$ cat config.mk
export PLATFORM = sky130hd
export DESIGN_NAME = cbmj_ctrl
export DESIGN_NICKNAME = d
export VERILOG_FILES = /design/src/hdl/cbmj_pkg.sv /design/src/hdl/cbmj_ctrl.sv
export SDC_FILE = /design/constraint.sdc
export NUM_CORES = 1
export LEC_CHECK = 0
export BUFFER_PORTS_ARGS = -buffer_cell sky130_fd_sc_hd__buf_2
export CAP_MARGIN = 40
export CORE_UTILIZATION = 30
export CTS_CLUSTER_DIAMETER = 100
export DETAILED_ROUTE_END_ITERATION = 7
export SLEW_MARGIN = 20
export SYNTH_ARGS = -nofsm -noshare
export SYNTH_HDL_FRONTEND = slang
export SYNTH_SLANG_ARGS = --single-unit
export TNS_END_PERCENT = 100
$ cat constraint.sdc
create_clock -name clk_i -period 3.2 [get_ports clk_i]
set_clock_uncertainty 0.1 [all_clocks]
set_input_delay 0.64 -clock clk_i [delete_from_list [all_inputs] [get_ports clk_i]]
set_output_delay 0.64 -clock clk_i [all_outputs]
set_load 0.01 [all_outputs]
$ cat src/hdl/cbmj_pkg.sv
// Shared types, codes and constants of the copy-on-write block map with undo journal.
package cbmj_pkg;

  localparam int BLK_W     = 12;
  localparam int CFG_W     = 13;
  localparam int CFG_IDX_W = 1;
  localparam int ROW_BITS  = 64;
  localparam int ROW_SHIFT = 6;

  localparam int MAX_BLOCKS_DEF    = 4096;
  localparam int JOURNAL_DEPTH_DEF = 64;

  localparam logic [CFG_W-1:0] BLOCKS_IN_USE_RST = 13'd4096;
  localparam logic             BASE_PRESENT_RST  = 1'b1;

  localparam logic [CFG_IDX_W-1:0] CFG_BLOCKS_IN_USE = 1'b0;
  localparam logic [CFG_IDX_W-1:0] CFG_BASE_PRESENT  = 1'b1;

  typedef enum logic [1:0] {
    OP_READ     = 2'd0,
    OP_WRITE    = 2'd1,
    OP_COMMIT   = 2'd2,
    OP_ROLLBACK = 2'd3
  } op_e;

  typedef enum logic [1:0] {
    ST_OK    = 2'd0,
    ST_RANGE = 2'd1,
    ST_FULL  = 2'd2
  } status_e;

  typedef enum logic [1:0] {
    SRC_DELTA = 2'd0,
    SRC_BASE  = 2'd1,
    SRC_ZEROS = 2'd2,
    SRC_NONE  = 2'd3
  } source_e;

  // Commands from the controller to the datapath.
  typedef struct packed {
    logic accept;
    logic clr_pass;
    logic map_lookup;
    logic item_do;
    logic sweep_rd;
    logic commit_do;
    logic rb_empty;
    logic jrn_start;
    logic jrn_emit;
  } cmd_t;

  // Status from the datapath to the controller.
  typedef struct packed {
    logic out_free;
    logic row_last;
    logic fill_zero;
    logic jrn_last;
  } sts_t;

endpackage

$ cat src/hdl/cbmj_ctrl.sv
// Controller state machine that sequences lookups, map sweeps and journal replay.
module cbmj_ctrl import cbmj_pkg::*; (
  input  logic clk_i,
  input  logic rst_ni,
  input  logic in_valid_i,
  input  op_e  in_op_i,
  input  sts_t sts_i,
  output cmd_t cmd_o,
  output logic in_stall_o
);

  typedef enum logic [2:0] {
    S_CLEAR,
    S_IDLE,
    S_LOOKUP,
    S_ITEM,
    S_SWEEP,
    S_FINISH,
    S_JOUT
  } state_e;

  state_e state_q;
  logic   stall_q;
  op_e    op_q;

  always_ff @(posedge clk_i or negedge rst_ni) begin
    if (!rst_ni) begin
      state_q <= S_CLEAR;
      stall_q <= 1'b1;
      op_q    <= OP_READ;
    end else begin
      case (state_q)
        S_CLEAR: begin
          if (sts_i.row_last) begin
            state_q <= S_IDLE;
            stall_q <= 1'b0;
          end
        end
        S_IDLE: begin
          if (in_valid_i) begin
            op_q    <= in_op_i;
            stall_q <= 1'b1;
            if (in_op_i == OP_READ || in_op_i == OP_WRITE) begin
              state_q <= S_LOOKUP;
            end else begin
              state_q <= S_SWEEP;
            end
          end
        end
        S_LOOKUP: begin
          state_q <= S_ITEM;
        end
        S_ITEM: begin
          if (sts_i.out_free) begin
            state_q <= S_IDLE;
            stall_q <= 1'b0;
          end
        end
        S_SWEEP: begin
          if (sts_i.row_last) begin
            state_q <= S_FINISH;
          end
        end
        S_FINISH: begin
          if (op_q == OP_COMMIT || sts_i.fill_zero) begin
            if (sts_i.out_free) begin
              state_q <= S_IDLE;
              stall_q <= 1'b0;
            end
          end else begin
            state_q <= S_JOUT;
          end
        end
        S_JOUT: begin
          if (sts_i.out_free && sts_i.jrn_last) begin
            state_q <= S_IDLE;
            stall_q <= 1'b0;
          end
        end
        default: begin
          state_q <= S_IDLE;
          stall_q <= 1'b0;
        end
      endcase
    end
  end

  always_comb begin
    cmd_o            = '0;
    cmd_o.accept     = (state_q == S_IDLE) && in_valid_i;
    cmd_o.clr_pass   = (state_q == S_CLEAR);
    cmd_o.map_lookup = (state_q == S_LOOKUP);
    cmd_o.item_do    = (state_q == S_ITEM) && sts_i.out_free;
    cmd_o.sweep_rd   = (state_q == S_SWEEP);
    cmd_o.commit_do  = (state_q == S_FINISH) && (op_q == OP_COMMIT) && sts_i.out_free;
    cmd_o.rb_empty   = (state_q == S_FINISH) && (op_q == OP_ROLLBACK) && sts_i.fill_zero
                       && sts_i.out_free;
    cmd_o.jrn_start  = (state_q == S_FINISH) && (op_q == OP_ROLLBACK) && !sts_i.fill_zero;
    cmd_o.jrn_emit   = (state_q == S_JOUT) && sts_i.out_free;
  end

  assign in_stall_o = stall_q;

endmodule

==> out/qor.yml <==
worst_setup_path:
  cp.arrival_ns: 1.49
  worst_r2r_path_depth: 3
  r2r_slack_ns: 1.55
  slowest_stage: "dfrtp_1"
  path_cells: "nand2b_4 -> nor3b_4 -> buf_2"
  cpPeakStageDelay_ns: 0.56
  worst_ep_required_time_ns: 2.46
  critPathLaunchType: "register"
  critPathKind: "reg -> out"
  endpoint_kind: "output port"
  worst-path-max-fanout: 17
finish:
  drive_gt1_share_pct: 33.3
  regArea_sq_um: 151
  final_cell_mix: "buf_2, nor2_1, nand2_1, dfrtp_1"
  fin_nets: 91
  fin_cells: 97
  multi_input_area_sq_um: 318
  stdcell_area_sq_um: 613
  mostFrequentLayoutCell: "buf_2"
  fillers: 165
  synthToLayoutAreaGrowth_pct: 22.5
  diodes: 0
pwr:
  power.density_nw_per_um2: 951
  peakVddDrop_uv: 500
  leakagePower_nw: 0.301
routing:
  drtAntennaViolNets: 0
  viasPerCell: 5.12
  finalWirelength_um: 1150
  drcViolationCount: 0
  dr.pass1.iters: 4
  wl_per_cell_um: 11.8
  drtIter0Drc: 17
  vias: 497
synth:
  synth-compound-area-share_pct: 19.5
  synth_xor_area_share_pct: 0
  synth_top_cell_by_area: "dfrtp_1"
  yosys.area_share.adder_pct: 0
  synth_top_family_by_area: "simple AND/OR/NAND/NOR gates"
  synth.area.top_cells: "dfrtp_1, nor2_1, dfstp_2, nand2_1, a21oi_1"
  synth_cells: 63
  yosys.area_share.simple_pct: 39.5
  syn_nets: 72
  ys_seq_area_share_pct: 30.3
  yosysWarnings: 0
  yosysTopAreaCellShare_pct: 25.0
  ys_ff_latch: 6
  synth_mux_area_share_pct: 4.50
  syn_avg_cell_area_sq_um: 7.94
  ys_types: 31
  netlist_area_sq_um: 500
clock_tree:
  cts_made_buffers: 3
  cts_root_buf: "clkbuf_4"
  path_clk_slew_ns: 0.05
  clk_latency_ns: 0.25
  post_cts_resized: 0
  cts.sinks: 6
  clock_path_buffers: 2
  cts_setup_buffers: 0
  cts_tree: "built"
  htreeDepth: 1
  cts_hold_buf: 0
place:
  place.gp.congestion: 0.745
  placed_cells: 93
  dpl.hpwl_um: 852
  dp_worst_setup_slack_ns: 1.22
  place_area_sq_um: 587
  io_buffers: 18
sta:
  setup_viol: 0
  relSlewSlack_pct: 66.7
  fmax_mhz: 448
  layout_setup_ws_ns: 0.968
  worst_hold_slack_ns: 0.103
  setup-tns-final_ns: 0
  slew_violations: 0
  fin_crit_sh_pct: 69.8
  period_minus_slack_ns: 2.23
  worst_slew_pin_slew_ns: 0.499
  rsz0062_at_grt: "false"
  finalHoldViolations: 0
die:
  die_w_um: 42.8
  rows: 14
  dieArea_sq_um: 1840
  die_h_um: 42.8
  num_io_pins: 19
  core_area_sq_um: 1520
  initial_utilization_pct: 32.8
grt:
  antenna_found_initial: 0
  grt.overflow.total: 0
  grt_use_total_pct: 14.5
  grt_pass1_wl_um: 1970
  grt_pass1_vias: 459
  grt_max_degree: 18
job:
  max_cap_violations: 0
hold_path:
  hold_class: "in -> async"
run_status:
  status: "complete, no violations"
-- flip-flops by register name, indices dropped and copies added, names as in the netlist --
register and cells:
state_q 3, op_q 2, in_stall_o 1
-- cell families after synthesis --
family,count (synthesis)
buf+inv,6
mux,2
simple gates,35
flops,6
compound gates,14
-- worst paths after layout --
check | start | end
max | state_q[1]$_DFFE_PN0P_ | cmd_o[8]
min | rst_ni | op_q[0]$_DFFE_PN0P_
max reg2reg | state_q[1]$_DFFE_PN0P_ | op_q[1]$_DFFE_PN0P_
min reg2reg | in_stall_o$_DFFE_PN1P_ | in_stall_o$_DFFE_PN1P_
max in group asynchronous | rst_ni | in_stall_o$_DFFE_PN1P_
min in group clk_i | in_stall_o$_DFFE_PN1P_ | in_stall_o$_DFFE_PN1P_
-- layout make-up --
class	count	share of cell area, %
multi-input cells	51	51.8
well taps	16	3.27
inverters	2	1.22
clock buffers	4	4.29
repair buffers	18	14.7
flip-flops and latches	6	24.7
-- per-stage QoR --
step	power [mW]	utilization, %
floorplan	0.443	-
global placement	0.506	38.5
detailed placement	0.511	38.5
CTS	0.590	40.2
global route	0.641	40.2
finish	0.583	40.2
-- critical path: cells and delay by family, from the launching register on --
| kind | cells | cell delay [ns] |
|---|---|---|
| DFF | 1 | 0.56 |
| and+or+nand+nor | 2 | 0.51 |
| buffers and inverters | 1 | 0.17 |
-- metal layers --
metal | global-route usage (%) | vias to the layer above | part of all wire [%]
li1 | - | 260 | -
met1 | 18.6 | 228 | 49
met2 | 22.1 | 9 | 47
met3 | 6.38 | 0 | 4.3
met4 | 3.75 | 0 | 0
met5 | 0 | - | 0
-- Yosys cell counts --
master	count
nor2_1	10
nand2_1	6
dfrtp_1	5
a21oi_1	4
nor3_1	4
nor2b_1	3
o21ai_1	3
buf_4	2
inv_1	2
nand2b_1	2
nand3_1	2
a21o_1	1
a22o_1	1
and2b_1	1
and3_1	1
buf_2	1
clkbuf_1	1
dfstp_2	1
mux2_1	1
mux2_2	1
nand2b_4	1
nand3_2	1
nand4_1	1
nor3b_1	1
nor3b_4	1
nor4_1	1
o211ai_1	1
o21ai_0	1
o31a_1	1
o32ai_1	1
o41ai_2	1
-- power breakdown --
part	switching, mW	internal (mW)
sequential	0.0920	0.118
clock	0.0312	0.0475
combinational	0.144	0.151
total	0.268	0.316
Power figures use the tool's default switching activity.
